**config.mk**
```make
export PLATFORM = sky130hd
export DESIGN_NAME = sm4_key_expand
export DESIGN_NICKNAME = d
export VERILOG_FILES = /design/src/hw/rtl/sm4_block_cipher_macros.svh /design/src/hw/rtl/sm4_pkg.sv /design/src/hw/rtl/sm4_key_expand.sv
export SDC_FILE = /design/constraint.sdc
export NUM_CORES = 2
export LEC_CHECK = 0
export ABC_AREA = 1
export ABC_CLOCK_PERIOD_IN_PS = 3670
export CORE_AREA = 2 2 450 452
export CTS_BUF_LIST = sky130_fd_sc_hd__clkbuf_2
export DETAILED_ROUTE_END_ITERATION = 6
export DIE_AREA = 0 0 452 454
export DONT_BUFFER_PORTS = 1
export PLACE_DENSITY = 0.53
export SLEW_MARGIN = 20
export SYNTH_ARGS = -nofsm -noshare
export SYNTH_HDL_FRONTEND = slang
export SYNTH_SLANG_ARGS = --single-unit
```
**constraint.sdc**
```tcl
create_clock -name clk -period 3.67 [get_ports clk]
set_input_delay 0.734 -clock clk [delete_from_list [all_inputs] [get_ports clk]]
set_output_delay 0.734 -clock clk [all_outputs]
set_load 0.03 [all_outputs]
```
**src/hw/rtl/sm4_block_cipher_macros.svh**
```systemverilog
// Assertion macros used by the SM4 block cipher top level
`ifndef SM4_BLOCK_CIPHER_MACROS_SVH
`define SM4_BLOCK_CIPHER_MACROS_SVH

// Check that a condition implies a consequence on the same clock edge
`define SM4_ASSERT_IMPLY(label, clk, rst, cond, cons, msg) \
  label: assert property (@(posedge clk) disable iff (rst) (cond) |-> (cons)) \
    else $error(msg);

// Check that a condition implies a consequence on the next clock edge
`define SM4_ASSERT_NEXT(label, clk, rst, cond, cons, msg) \
  label: assert property (@(posedge clk) disable iff (rst) (cond) |=> (cons)) \
    else $error(msg);

`endif

```
**src/hw/rtl/sm4_pkg.sv**
```systemverilog
// Types, constants and round functions of the SM4 cipher
`timescale 1ns / 1ps
package sm4_pkg;

  localparam int unsigned NumRounds = 32;
  localparam int unsigned RoundIdxW = $clog2(NumRounds);
  localparam int unsigned CfgIdxW = 1;
  localparam int unsigned CfgDataW = 64;
  localparam int unsigned DefRoundsPerStage = 2;

  localparam logic [1:0] OpEncrypt = 2'd0;
  localparam logic [1:0] OpDecrypt = 2'd1;

  localparam logic [CfgIdxW-1:0] RegKeyHigh = 1'b0;
  localparam logic [CfgIdxW-1:0] RegKeyLow = 1'b1;

  typedef struct packed {
    logic [1:0]  opcode;
    logic [63:0] block_high;
    logic [63:0] block_low;
  } req_t;

  typedef struct packed {
    logic [63:0] result_high;
    logic [63:0] result_low;
  } rsp_t;

  // Round data carried down the round pipeline
  typedef struct packed {
    logic        decrypt;
    logic        zero;
    logic [31:0] x0;
    logic [31:0] x1;
    logic [31:0] x2;
    logic [31:0] x3;
  } round_t;

  // Status from key expansion to the top level
  typedef struct packed {
    logic busy;
    logic ready;
  } key_stat_t;

  localparam logic [31:0] Fk [4] = '{32'ha3b1bac6, 32'h56aa3350, 32'h677d9197, 32'hb27022dc};

  localparam logic [7:0] Sbox [256] = '{
    8'hd6,8'h90,8'he9,8'hfe,8'hcc,8'he1,8'h3d,8'hb7,8'h16,8'hb6,8'h14,8'hc2,8'h28,8'hfb,8'h2c,8'h05,
    8'h2b,8'h67,8'h9a,8'h76,8'h2a,8'hbe,8'h04,8'hc3,8'haa,8'h44,8'h13,8'h26,8'h49,8'h86,8'h06,8'h99,
    8'h9c,8'h42,8'h50,8'hf4,8'h91,8'hef,8'h98,8'h7a,8'h33,8'h54,8'h0b,8'h43,8'hed,8'hcf,8'hac,8'h62,
    8'he4,8'hb3,8'h1c,8'ha9,8'hc9,8'h08,8'he8,8'h95,8'h80,8'hdf,8'h94,8'hfa,8'h75,8'h8f,8'h3f,8'ha6,
    8'h47,8'h07,8'ha7,8'hfc,8'hf3,8'h73,8'h17,8'hba,8'h83,8'h59,8'h3c,8'h19,8'he6,8'h85,8'h4f,8'ha8,
    8'h68,8'h6b,8'h81,8'hb2,8'h71,8'h64,8'hda,8'h8b,8'hf8,8'heb,8'h0f,8'h4b,8'h70,8'h56,8'h9d,8'h35,
    8'h1e,8'h24,8'h0e,8'h5e,8'h63,8'h58,8'hd1,8'ha2,8'h25,8'h22,8'h7c,8'h3b,8'h01,8'h21,8'h78,8'h87,
    8'hd4,8'h00,8'h46,8'h57,8'h9f,8'hd3,8'h27,8'h52,8'h4c,8'h36,8'h02,8'he7,8'ha0,8'hc4,8'hc8,8'h9e,
    8'hea,8'hbf,8'h8a,8'hd2,8'h40,8'hc7,8'h38,8'hb5,8'ha3,8'hf7,8'hf2,8'hce,8'hf9,8'h61,8'h15,8'ha1,
    8'he0,8'hae,8'h5d,8'ha4,8'h9b,8'h34,8'h1a,8'h55,8'had,8'h93,8'h32,8'h30,8'hf5,8'h8c,8'hb1,8'he3,
    8'h1d,8'hf6,8'he2,8'h2e,8'h82,8'h66,8'hca,8'h60,8'hc0,8'h29,8'h23,8'hab,8'h0d,8'h53,8'h4e,8'h6f,
    8'hd5,8'hdb,8'h37,8'h45,8'hde,8'hfd,8'h8e,8'h2f,8'h03,8'hff,8'h6a,8'h72,8'h6d,8'h6c,8'h5b,8'h51,
    8'h8d,8'h1b,8'haf,8'h92,8'hbb,8'hdd,8'hbc,8'h7f,8'h11,8'hd9,8'h5c,8'h41,8'h1f,8'h10,8'h5a,8'hd8,
    8'h0a,8'hc1,8'h31,8'h88,8'ha5,8'hcd,8'h7b,8'hbd,8'h2d,8'h74,8'hd0,8'h12,8'hb8,8'he5,8'hb4,8'hb0,
    8'h89,8'h69,8'h97,8'h4a,8'h0c,8'h96,8'h77,8'h7e,8'h65,8'hb9,8'hf1,8'h09,8'hc5,8'h6e,8'hc6,8'h84,
    8'h18,8'hf0,8'h7d,8'hec,8'h3a,8'hdc,8'h4d,8'h20,8'h79,8'hee,8'h5f,8'h3e,8'hd7,8'hcb,8'h39,8'h48
  };

  function automatic logic [31:0] subst(input logic [31:0] x);
    subst = {Sbox[x[31:24]], Sbox[x[23:16]], Sbox[x[15:8]], Sbox[x[7:0]]};
  endfunction

  function automatic logic [31:0] rotl(input logic [31:0] x, input int unsigned n);
    rotl = (x << n) | (x >> (32 - n));
  endfunction

  function automatic logic [31:0] key_mix(input logic [31:0] x);
    logic [31:0] b;
    b = subst(x);
    key_mix = b ^ rotl(b, 13) ^ rotl(b, 23);
  endfunction

  function automatic logic [31:0] data_mix(input logic [31:0] x);
    logic [31:0] b;
    b = subst(x);
    data_mix = b ^ rotl(b, 2) ^ rotl(b, 10) ^ rotl(b, 18) ^ rotl(b, 24);
  endfunction

  // CK word: byte j from the top is (4*i + j) * 7 mod 256
  function automatic logic [31:0] ck_word(input logic [RoundIdxW-1:0] i);
    logic [7:0] base;
    base = {1'b0, i, 2'b00};
    ck_word = {8'(base * 8'd7), 8'((base + 8'd1) * 8'd7),
               8'((base + 8'd2) * 8'd7), 8'((base + 8'd3) * 8'd7)};
  endfunction

endpackage

```
**src/hw/rtl/sm4_key_expand.sv**
```systemverilog
// Iterative key schedule: one round key per cycle into a register file
`timescale 1ns / 1ps
module sm4_key_expand
  import sm4_pkg::*;
(
  input  logic        clk,
  input  logic        rst,
  input  logic        start,
  input  logic [63:0] key_high,
  input  logic [63:0] key_low,
  output key_stat_t   stat,
  output logic [31:0] round_keys [NumRounds]
);

  logic [31:0]          k [4];
  logic [RoundIdxW-1:0] idx;
  logic                 busy;
  logic                 ready;
  logic [31:0]          nk;

  assign nk = k[0] ^ key_mix(k[1] ^ k[2] ^ k[3] ^ ck_word(idx));
  assign stat = '{busy: busy, ready: ready};

  // Sequence the expansion, restart on every key change
  always_ff @(posedge clk) begin
    if (rst) begin
      busy  <= 1'b1;
      ready <= 1'b0;
      idx   <= '0;
      k[0]  <= Fk[0];
      k[1]  <= Fk[1];
      k[2]  <= Fk[2];
      k[3]  <= Fk[3];
    end else if (start) begin
      busy  <= 1'b1;
      ready <= 1'b0;
      idx   <= '0;
      k[0]  <= key_high[63:32] ^ Fk[0];
      k[1]  <= key_high[31:0] ^ Fk[1];
      k[2]  <= key_low[63:32] ^ Fk[2];
      k[3]  <= key_low[31:0] ^ Fk[3];
    end else if (busy) begin
      k[0] <= k[1];
      k[1] <= k[2];
      k[2] <= k[3];
      k[3] <= nk;
      idx  <= idx + 1'b1;
      if (idx == RoundIdxW'(NumRounds - 1)) begin
        busy  <= 1'b0;
        ready <= 1'b1;
      end
    end
  end

  // Store each round key at its slot
  always_ff @(posedge clk) begin
    if (busy && !start) begin
      round_keys[idx] <= nk;
    end
  end

endmodule

```
==> results.txt <==
DRC Markers - 0
Most frequent CP cell - nand2_1
Initial Utilization - 26.3%
Crit path max fanout - 8
Critical path type - reg -> reg
CTS tree - done
Die area - 205000 sq um
Synth Net Count - 5153
1st-iter DRT viols - 6840
Syn Area/Cell - 10.7 sq um
Nets@finish - 6600
Post-DP HPWL - 217000 um
Top_reg_cell synth - edfxtp_1
Synth Register Bits - 1159
CTS H-tree depth - 5
YS warnings - 0
Slowest cell on crit path - fa_2
Via density - 5.17
Register Area - 34700 sq um
CTS sink count - 1159
Core area - 201000 sq um
IO buf count - 0
Area leader, netlist - edfxtp_1
Share of the synthesized area in the top cell type - 65.4%
Post-synthesis sequential area ratio - 65.7%
Worst-path clk slew - 110 ps
CP bufs+invs - 6
TritonCTS Buffers - 309
Pin count of the biggest net entering global routing - 60
Router iterations before antenna repair - 6
Multi-input logic area - 17700 sq um
Fin crit period - 4150 ps
Wire per inst - 32.3 um
Final setup vio count - 1054
Critical path's top delay family - simple AND/OR/NAND/NOR gates
Worst Setup Slack, final - -476 ps
CP Launch Type - register
Cells after DPL - 8390
Worst-margin pin slew - 1180 ps
Slew margin rel. - 21.5%
Area growth, synth to finish - 39.5%
Post-synth ARST share - 0%
Dpl cell area - 64800 sq um
EDFF count, synth - 1152
Finished Layout Cells - 9298
CP Cell Sequence - fa_2 > buf_6 > xor2_4 > ha_4 > xor2_4 > buf_6 > xnor2_4 > buf_12 > buf_4 > nand3_1 > nand3_2 > nand3_4 > nand3_1 > nand2_2 > buf_4 > nand2_1 > nand2_1 > nand2_1 > and2_4 > buf_12
Most frequent cell after synthesis - nand2_1
First-pass GRT wire length - 390000 um
Fillcell total - 20011
CP endpoint kind - register
Hold Path Class - in -> reg
Cell Rows - 165
Final core occ - 36.7%
Chip Height - 454 um
DR vias - 48091
Status - finished with violations
Count of cell types in the netlist - 46
CTS Root Cell - clkbuf_2
Worst clock skew - 292 ps
Vias in the first global route - 45730
Final hold vios - 0
Final ANT Viol Nets - 0
Max Clk Rate - 241 MHz
Synth Cell Area - 52900 sq um
Share of layout cells above drive strength 1 - 31.6%
Period utilization - 113%
Die X - 452 um
Reg-to-reg slack, setup - -480 ps
Max stage delay on crit path - 590 ps
Post-Syn Instances - 4957
Synth area leaders - edfxtp_1 (65%), nand3_1 (11%), nand2_1 (10%)
WP data required - 5080 ps
Max-cap violations - 0
Final WL - 301000 um
Worst Path Arrival - 5560 ps
Antenna violations before repair - 29
Clock Tree Buf Depth - 4
Worst-skew pair later-pin latency - 1830 ps
RePlAce Congestion - 0.991
Post-route cell area - 73700 sq um
GRT Util Overall - 27.7%
Fin. max-slew vios - 0
Total grt overflow - 0
Setup Total Neg Slack - -285460 ps
Violated checks - negative setup slack
RSZ-0062 raised after global routing - yes
Most frequent cells after synthesis - nand2_1 (1457), edfxtp_1 (1152), nand3_1 (1151), inv_1 (249), nor2_1 (152)
I/O pin count - 1157
## sequential cells by signal, indices dropped and copies added, names as in the netlist
| name | cells |
|---|---|
| busy | 1 |
| round_keys | 1024 |
| k | 128 |
| ready | 1 |
| idx | 5 |
## area by class of cell
class	instances	area share, %
timing repair buffer	1361	19.0
clock inverter	85	0.848
sequential	1159	47.1
clock buffer	430	2.92
antenna	18	0.0611
tap	2672	4.53
multi-input combinational	3276	24.0
inverter	297	1.58
## cell usage in the layout (no fill, tap or decap), types with 18 or more instances in the layout
| cell type | instances |
|---|---|
| nand2_1 | 1344 |
| edfxtp_1 | 1152 |
| nand3_1 | 1020 |
| buf_4 | 827 |
| clkbuf_2 | 430 |
| dlygate4sd3_1 | 280 |
| inv_1 | 237 |
| buf_12 | 180 |
| nand2_2 | 139 |
| nand3_2 | 136 |
| nor2_1 | 107 |
| o21ai_0 | 86 |
| ha_1 | 55 |
| clkinv_1 | 51 |
| a21oi_1 | 50 |
| inv_2 | 48 |
| nand2_4 | 44 |
| nor2_4 | 44 |
| buf_6 | 36 |
| xnor2_1 | 24 |
| nand3_4 | 24 |
| nor2_2 | 19 |
| diode_2 | 18 |
| clkinv_2 | 18 |
| and2_4 | 18 |
## tightest hold or removal path, delay by kind of cell
family                 cells  cell delay [ps]
buffers and inverters      2             1070
AND/OR/NAND/NOR            2              110
## worst paths after layout
kind / from / cells after the start / endpoint
hold reg to reg: k[3][21]$_DFFE_PP_ / 2 / k[2][21]$_DFFE_PP_
hold / removal: key_low[19] / 4 / k[3][19]$_DFFE_PP_
setup reg to reg: idx[2]$_SDFFE_PP0P_ / 20 / round_keys[467]$_DFFE_PP_
setup / recovery: idx[2]$_SDFFE_PP0P_ / 20 / round_keys[467]$_DFFE_PP_
## metrics by stage
stage | setup WS [ps] | hold WS [ps]
floorplan | 5.21 | 447
global placement | -1130 | 574
detailed placement | -1080 | 580
CTS | -437 | 46.0
global route | -572 | 156
finish | -476 | 347
## cell families (layout without fill, tap and decap cells)
logic type               Yosys count  in the layout  share of synthesized area (%)
AND/OR/NAND/NOR                 2937           2938                           24.8
flip-flops                      1159           1159                           65.7
buffers and inverters            523           2173                           4.49
AO/OA/AOI/OAI                    220            220                           2.35
adder cells (fa/ha/maj)           65             65                           1.62
XOR/XNOR                          53             53                           1.02
other                              0             18                              0
## metal layers
metal	GRT usage [%]	up-vias	routed length [um]
li1	-	20386	-
met1	34.1	24007	115000
met3	6.59	613	26600
met4	14.8	16	18100
met5	0	-	119
met2	44.9	3069	141000
## timing repair
action	CTS	global route
pin swaps	44	73
cloned	17	15
hold buffers	280	0
endpoints found under the setup margin	1057	1057
buffers inserted	29	38
hold endpoints to repair	446	0
resized for setup	246	200
Power is left out: the tool's default activity adds up to more than one toggle a clock period on the data nets, which glitch-free logic cannot reach.
