===== src/hw/rtl/sm4_block_cipher_macros.svh =====
// Assertion macros used by the SM4 block cipher top level
`ifndef SM4_BLOCK_CIPHER_MACROS_SVH
`define SM4_BLOCK_CIPHER_MACROS_SVH

// Check that a condition implies a consequence on the same clock edge
`define SM4_ASSERT_IMPLY(label, clk, rst, cond, cons, msg) \
  label: assert property (@(posedge clk) disable iff (rst) (cond) |-> (cons)) \
    else $error(msg);

// Check that a condition implies a consequence on the next clock edge
`define SM4_ASSERT_NEXT(label, clk, rst, cond, cons, msg) \
  label: assert property (@(posedge clk) disable iff (rst) (cond) |=> (cons)) \
    else $error(msg);

`endif


===== src/hw/rtl/sm4_pkg.sv =====
// Types, constants and round functions of the SM4 cipher
`timescale 1ns / 1ps
package sm4_pkg;

  localparam int unsigned NumRounds = 32;
  localparam int unsigned RoundIdxW = $clog2(NumRounds);
  localparam int unsigned CfgIdxW = 1;
  localparam int unsigned CfgDataW = 64;
  localparam int unsigned DefRoundsPerStage = 2;

  localparam logic [1:0] OpEncrypt = 2'd0;
  localparam logic [1:0] OpDecrypt = 2'd1;

  localparam logic [CfgIdxW-1:0] RegKeyHigh = 1'b0;
  localparam logic [CfgIdxW-1:0] RegKeyLow = 1'b1;

  typedef struct packed {
    logic [1:0]  opcode;
    logic [63:0] block_high;
    logic [63:0] block_low;
  } req_t;

  typedef struct packed {
    logic [63:0] result_high;
    logic [63:0] result_low;
  } rsp_t;

  // Round data carried down the round pipeline
  typedef struct packed {
    logic        decrypt;
    logic        zero;
    logic [31:0] x0;
    logic [31:0] x1;
    logic [31:0] x2;
    logic [31:0] x3;
  } round_t;

  // Status from key expansion to the top level
  typedef struct packed {
    logic busy;
    logic ready;
  } key_stat_t;

  localparam logic [31:0] Fk [4] = '{32'ha3b1bac6, 32'h56aa3350, 32'h677d9197, 32'hb27022dc};

  localparam logic [7:0] Sbox [256] = '{
    8'hd6,8'h90,8'he9,8'hfe,8'hcc,8'he1,8'h3d,8'hb7,8'h16,8'hb6,8'h14,8'hc2,8'h28,8'hfb,8'h2c,8'h05,
    8'h2b,8'h67,8'h9a,8'h76,8'h2a,8'hbe,8'h04,8'hc3,8'haa,8'h44,8'h13,8'h26,8'h49,8'h86,8'h06,8'h99,
    8'h9c,8'h42,8'h50,8'hf4,8'h91,8'hef,8'h98,8'h7a,8'h33,8'h54,8'h0b,8'h43,8'hed,8'hcf,8'hac,8'h62,
    8'he4,8'hb3,8'h1c,8'ha9,8'hc9,8'h08,8'he8,8'h95,8'h80,8'hdf,8'h94,8'hfa,8'h75,8'h8f,8'h3f,8'ha6,
    8'h47,8'h07,8'ha7,8'hfc,8'hf3,8'h73,8'h17,8'hba,8'h83,8'h59,8'h3c,8'h19,8'he6,8'h85,8'h4f,8'ha8,
    8'h68,8'h6b,8'h81,8'hb2,8'h71,8'h64,8'hda,8'h8b,8'hf8,8'heb,8'h0f,8'h4b,8'h70,8'h56,8'h9d,8'h35,
    8'h1e,8'h24,8'h0e,8'h5e,8'h63,8'h58,8'hd1,8'ha2,8'h25,8'h22,8'h7c,8'h3b,8'h01,8'h21,8'h78,8'h87,
    8'hd4,8'h00,8'h46,8'h57,8'h9f,8'hd3,8'h27,8'h52,8'h4c,8'h36,8'h02,8'he7,8'ha0,8'hc4,8'hc8,8'h9e,
    8'hea,8'hbf,8'h8a,8'hd2,8'h40,8'hc7,8'h38,8'hb5,8'ha3,8'hf7,8'hf2,8'hce,8'hf9,8'h61,8'h15,8'ha1,
    8'he0,8'hae,8'h5d,8'ha4,8'h9b,8'h34,8'h1a,8'h55,8'had,8'h93,8'h32,8'h30,8'hf5,8'h8c,8'hb1,8'he3,
    8'h1d,8'hf6,8'he2,8'h2e,8'h82,8'h66,8'hca,8'h60,8'hc0,8'h29,8'h23,8'hab,8'h0d,8'h53,8'h4e,8'h6f,
    8'hd5,8'hdb,8'h37,8'h45,8'hde,8'hfd,8'h8e,8'h2f,8'h03,8'hff,8'h6a,8'h72,8'h6d,8'h6c,8'h5b,8'h51,
    8'h8d,8'h1b,8'haf,8'h92,8'hbb,8'hdd,8'hbc,8'h7f,8'h11,8'hd9,8'h5c,8'h41,8'h1f,8'h10,8'h5a,8'hd8,
    8'h0a,8'hc1,8'h31,8'h88,8'ha5,8'hcd,8'h7b,8'hbd,8'h2d,8'h74,8'hd0,8'h12,8'hb8,8'he5,8'hb4,8'hb0,
    8'h89,8'h69,8'h97,8'h4a,8'h0c,8'h96,8'h77,8'h7e,8'h65,8'hb9,8'hf1,8'h09,8'hc5,8'h6e,8'hc6,8'h84,
    8'h18,8'hf0,8'h7d,8'hec,8'h3a,8'hdc,8'h4d,8'h20,8'h79,8'hee,8'h5f,8'h3e,8'hd7,8'hcb,8'h39,8'h48
  };

  function automatic logic [31:0] subst(input logic [31:0] x);
    subst = {Sbox[x[31:24]], Sbox[x[23:16]], Sbox[x[15:8]], Sbox[x[7:0]]};
  endfunction

  function automatic logic [31:0] rotl(input logic [31:0] x, input int unsigned n);
    rotl = (x << n) | (x >> (32 - n));
  endfunction

  function automatic logic [31:0] key_mix(input logic [31:0] x);
    logic [31:0] b;
    b = subst(x);
    key_mix = b ^ rotl(b, 13) ^ rotl(b, 23);
  endfunction

  function automatic logic [31:0] data_mix(input logic [31:0] x);
    logic [31:0] b;
    b = subst(x);
    data_mix = b ^ rotl(b, 2) ^ rotl(b, 10) ^ rotl(b, 18) ^ rotl(b, 24);
  endfunction

  // CK word: byte j from the top is (4*i + j) * 7 mod 256
  function automatic logic [31:0] ck_word(input logic [RoundIdxW-1:0] i);
    logic [7:0] base;
    base = {1'b0, i, 2'b00};
    ck_word = {8'(base * 8'd7), 8'((base + 8'd1) * 8'd7),
               8'((base + 8'd2) * 8'd7), 8'((base + 8'd3) * 8'd7)};
  endfunction

endpackage


===== src/hw/rtl/sm4_round_stage.sv =====
// One pipeline stage holding RoundsPerStage cipher rounds and its valid bit
`timescale 1ns / 1ps
module sm4_round_stage
  import sm4_pkg::*;
#(
  parameter int unsigned RoundsPerStage = DefRoundsPerStage,
  parameter int unsigned FirstRound = 0
) (
  input  logic        clk,
  input  logic        rst,
  input  logic        advance,
  input  logic        in_valid,
  input  round_t      in_data,
  input  logic [31:0] round_keys [NumRounds],
  output logic        out_valid,
  output round_t      out_data
);

  round_t data_next;

  // Run this stage's rounds, keys picked by direction
  always_comb begin
    logic [31:0] rk;
    logic [31:0] nx;
    data_next = in_data;
    for (int r = 0; r < RoundsPerStage; r++) begin
      rk = in_data.decrypt ? round_keys[RoundIdxW'(NumRounds - 1 - (FirstRound + r))]
                           : round_keys[RoundIdxW'(FirstRound + r)];
      nx = data_next.x0 ^ data_mix(data_next.x1 ^ data_next.x2 ^ data_next.x3 ^ rk);
      data_next.x0 = data_next.x1;
      data_next.x1 = data_next.x2;
      data_next.x2 = data_next.x3;
      data_next.x3 = nx;
    end
  end

  // Advance valid with the data when the pipe moves
  always_ff @(posedge clk) begin
    if (rst) begin
      out_valid <= 1'b0;
    end else if (advance) begin
      out_valid <= in_valid;
    end
  end

  always_ff @(posedge clk) begin
    if (advance) begin
      out_data <= data_next;
    end
  end

endmodule


===== config.mk =====
export PLATFORM = sky130hd
export DESIGN_NAME = sm4_round_stage
export DESIGN_NICKNAME = d
export VERILOG_FILES = /design/src/hw/rtl/sm4_block_cipher_macros.svh /design/src/hw/rtl/sm4_pkg.sv /design/src/hw/rtl/sm4_round_stage.sv
export SDC_FILE = /design/constraint.sdc
export NUM_CORES = 2
export LEC_CHECK = 0
export BUFFER_PORTS_ARGS = -buffer_cell sky130_fd_sc_hd__buf_4
export CAP_MARGIN = 20
export CORE_AREA = 2 2 498 500
export CTS_CLUSTER_SIZE = 40
export DETAILED_ROUTE_END_ITERATION = 12
export DIE_AREA = 0 0 500 502
export GPL_TIMING_DRIVEN = 0
export PLACE_DENSITY_LB_ADDON = 0.05
export SLEW_MARGIN = 20
export SYNTH_ARGS = -nofsm -noshare
export SYNTH_HDL_FRONTEND = slang
export SYNTH_SLANG_ARGS = --single-unit

===== constraint.sdc =====
create_clock -name clk -period 13.3 [get_ports clk]
set_input_delay 1.33 -clock clk [delete_from_list [all_inputs] [get_ports clk]]
set_output_delay 1.33 -clock clk [all_outputs]
set_load 0.05 [all_outputs]

==> impl_results.md <==
- Core area: between 200,000 and 250,000 µm²
- Buf+Inv Stages, Crit Path: 9
- Drt pass-1 iters: 8
- Dominant cell type by area after synthesis: edfxtp_1
- Compound-cell area share of the yosys netlist: 0.402
- CTS Buffer Depth: 2
- Syn Inst Count: 4,952
- Synth Area in XOR/XNOR: 0.151
- Slowest CP cell: xnor3_1
- Required @ worst endpoint: ~14 ns
- YS warnings: 0
- Critical Path AT: ~13 ns
- Final setup vio count: 0
- Initial DRC Count: approximately 8,000
- Worst hold start: out_valid$_SDFFE_PP0P_
- Simple-Gate Fraction of Synth Area: 0.195
- Seq/Total Area, Yosys: 0.110
- Total GRT Usage: 0.264
- Reg2reg setup slack: 12.72 ns
- Vias post-DR: 50,200
- Routed len/inst: ~40 µm
- Initial antenna violation count: 23
- Tmin final: 12.99 ns
- Final net count: 6,598
- Number of global-route vias before repair: approximately 48,000
- DP HPWL: about 270,000 µm
- Final setup TNS: 0 ns
- Crit Reg-Reg Startpoint: out_valid$_SDFFE_PP0P_
- Slew Limit Fails: 0
- EDFF count, synth: 130
- # IOs: approximately 1,300
- Worst-Skew Late Latency: 0.57 ns
- Most common cell after layout, fill and taps aside: nand2_1
- First-pass GRT wire length: 459,000 µm
- Status: finished, final reports clean
- Die ar.: 251,000 µm²
- Max_cap viols: 0
- Hold Path End: out_valid$_SDFFE_PP0P_
- Critical path peak fanout: 13
- Multi-input logic area: slightly below 30,000 µm²
- Commonest non-fill, non-tap cells in the layout: nand2_1, nor2_1, buf_4, a21oi_1, o21ai_0
- DRC viols: 0
- Crit. End Element: flop
- Avg Synthesized Cell Area: around 7.2 µm²
- CTS tree: built
- # fillers: approximately 28,000
- Asr flop ratio synth: 0
- Yosys cell types: about 130
- Mapped Area: approximately 36,000 µm²
- Reg area: 3920 µm²
- Layout cells sized above 1: 0.183
- Largest family of logic cells by synthesized area: compound AO/OA/AOI/OAI gates
- Top cell type's share of synthesized area: 0.109
- Largest net degree at the start of global routing: 52
- Routability cong.: 0.996
- Clk sinks: about 130
- Primary FF master, synth: edfxtp_1
- Root buf cell: clkbuf_16
- Fmax: roughly 77 MHz
- Via density: slightly below 6
- Mux cell area share after synthesis: 0.0354
- PortBufs: 392
- Worst slew margin: 0.142
- Most frequent CP cell: buf_2
- Final Skew: 0 ns
- Critical path class: in2reg
- Worst R2R End: out_valid$_SDFFE_PP0P_
- Post-Synth Adder-Cell Area: 0.0205
- Die W: 500 µm
- #FFs+latches synth: 131
- HP Class: reg2reg
- Post-route clock period utilization: 0.977
- Starting density of the core: 0.146
- Crit-path max cell delay: 0.96 ns
- Post-Route WL: ~350,000 µm
- Hold Fails Final Rpt: 0
- Hold-fix buffers, CTS: 0
- Die height: ~500 µm
- Worst hold stages: 2
- Htree depth: 4
- CP Launch Type: input port
- Synth top area cells: edfxtp_1, a21oi_1, o21ai_0, nand2_1, xnor2_1
- Post-DRT Antenna Nets: 0
- Min Hold Slack: 0.511 ns
- Number of cell rows: ~180
- Slew at the pin closest to its max-slew limit: about 1.3 ns
- Area delta synth->final: 22.7%
- RSZ-0062 raised after global routing: no
- CTS clk-pin slew, worst paths: about 0.1 ns
- TritonCTS Buffers: 17
- Top cell family by delay on the critical path: buffers and inverters
- Mapped Nets: a little over 6,000
- Total grt overflow: 0
- FF-to-FF path depth: 2
==> synthesized netlist by cell type, types with 30 or more instances <==
library cell,count
a221oi_1,82
buf_2,236
o211ai_1,126
nand4_1,33
a32oi_1,30
a211oi_1,124
nand2_1,533
ha_1,57
a22oi_1,37
edfxtp_1,130
a311oi_1,44
inv_1,42
buf_4,45
xor3_1,34
o32ai_1,36
o21ai_1,33
nor2_1,494
xnor2_1,224
a31oi_1,118
a21oi_1,422
a2111oi_0,55
o22ai_1,95
xnor3_1,53
o21ai_0,400
clkbuf_1,157
o311ai_0,57
nor4_1,45
xor2_1,95
buf_1,33
o2111ai_1,36
o31ai_1,40
nor3_1,154
o221ai_1,56
nand3_1,162
mux2i_1,73
==> registers in the layout, summed over array words and instances (netlist names) <==
register,count
out_data,130
out_valid,1
==> through the flow <==
stage	utilization	std cells	worst slack [ns]	area [µm²]
after floorplan	-	4952	4.71	35800
after global placement	0.175	8564	-1.22	42800
after detailed placement	0.177	8582	-0.973	43300
after CTS	0.179	8616	0.485	43900
after global routing	0.179	8618	0.0835	43900
final	0.179	8624	0.311	44000
==> cell type report <==
class                      instances  area share
tap                             3220      0.0917
multi-input combinational       4248       0.661
timing repair buffer             412      0.0731
clock buffer                      18     0.00976
antenna                            8    0.000455
buffer                           520      0.0661
sequential                       131      0.0893
clock inverter                    14     0.00379
inverter                          53     0.00458
==> layer usage <==
metal | vias up | track usage | wire length, µm
li1 | 20100 | - | -
met1 | 25400 | 0.341 | 141000
met2 | 3903 | 0.413 | 153000
met3 | 832 | 0.0508 | 31100
met4 | 8 | 0.145 | 23000
met5 | - | 0 | 46
==> how the worst max path moves through the flow <==
stage                 start                      to  slack (ns)  cells after the start
6_report       in_data[129]  out_data[30]$_DFFE_PP_        0.31                     28
5_1_grt        in_data[129]  out_data[16]$_DFFE_PP_        0.08                     30
4_1_cts        in_data[129]   out_data[0]$_DFFE_PP_        0.49                     33
3_5_place_dp   in_data[129]  out_data[27]$_DFFE_PP_       -0.97                     33
3_3_place_gp   in_data[129]  out_data[20]$_DFFE_PP_       -1.22                     31
2_1_floorplan  in_data[129]  out_data[29]$_DFFE_PP_        4.71                     32
==> worst register-to-register path: cells and delay by family, from the launching register on <==
kind / cells / cell delay, ns
AND/OR/NAND/NOR: 1 / 0.05
flip-flops: 1 / 0.32
multiplexers: 1 / 0.12
==> repair_timing <==
| item | in CTS | in global routing |
|---|---|---|
| setup buffers | 2 | 0 |
| pin swaps | 1 | 0 |
| endpoints found under the setup margin | 22 | 1 |
| gates resized for setup | 1 | 1 |
==> cell families after synthesis <==
group / Yosys count
buffers and inverters: 573
XOR/XNOR: 439
adder cells (fa/ha/maj): 59
AND/OR/NAND/NOR: 1562
AO/OA/AOI/OAI: 2085
flip-flops: 131
multiplexers: 103
Power is left out: the tool's default activity adds up to more than one toggle a clock period on the data nets, which glitch-free logic cannot reach.
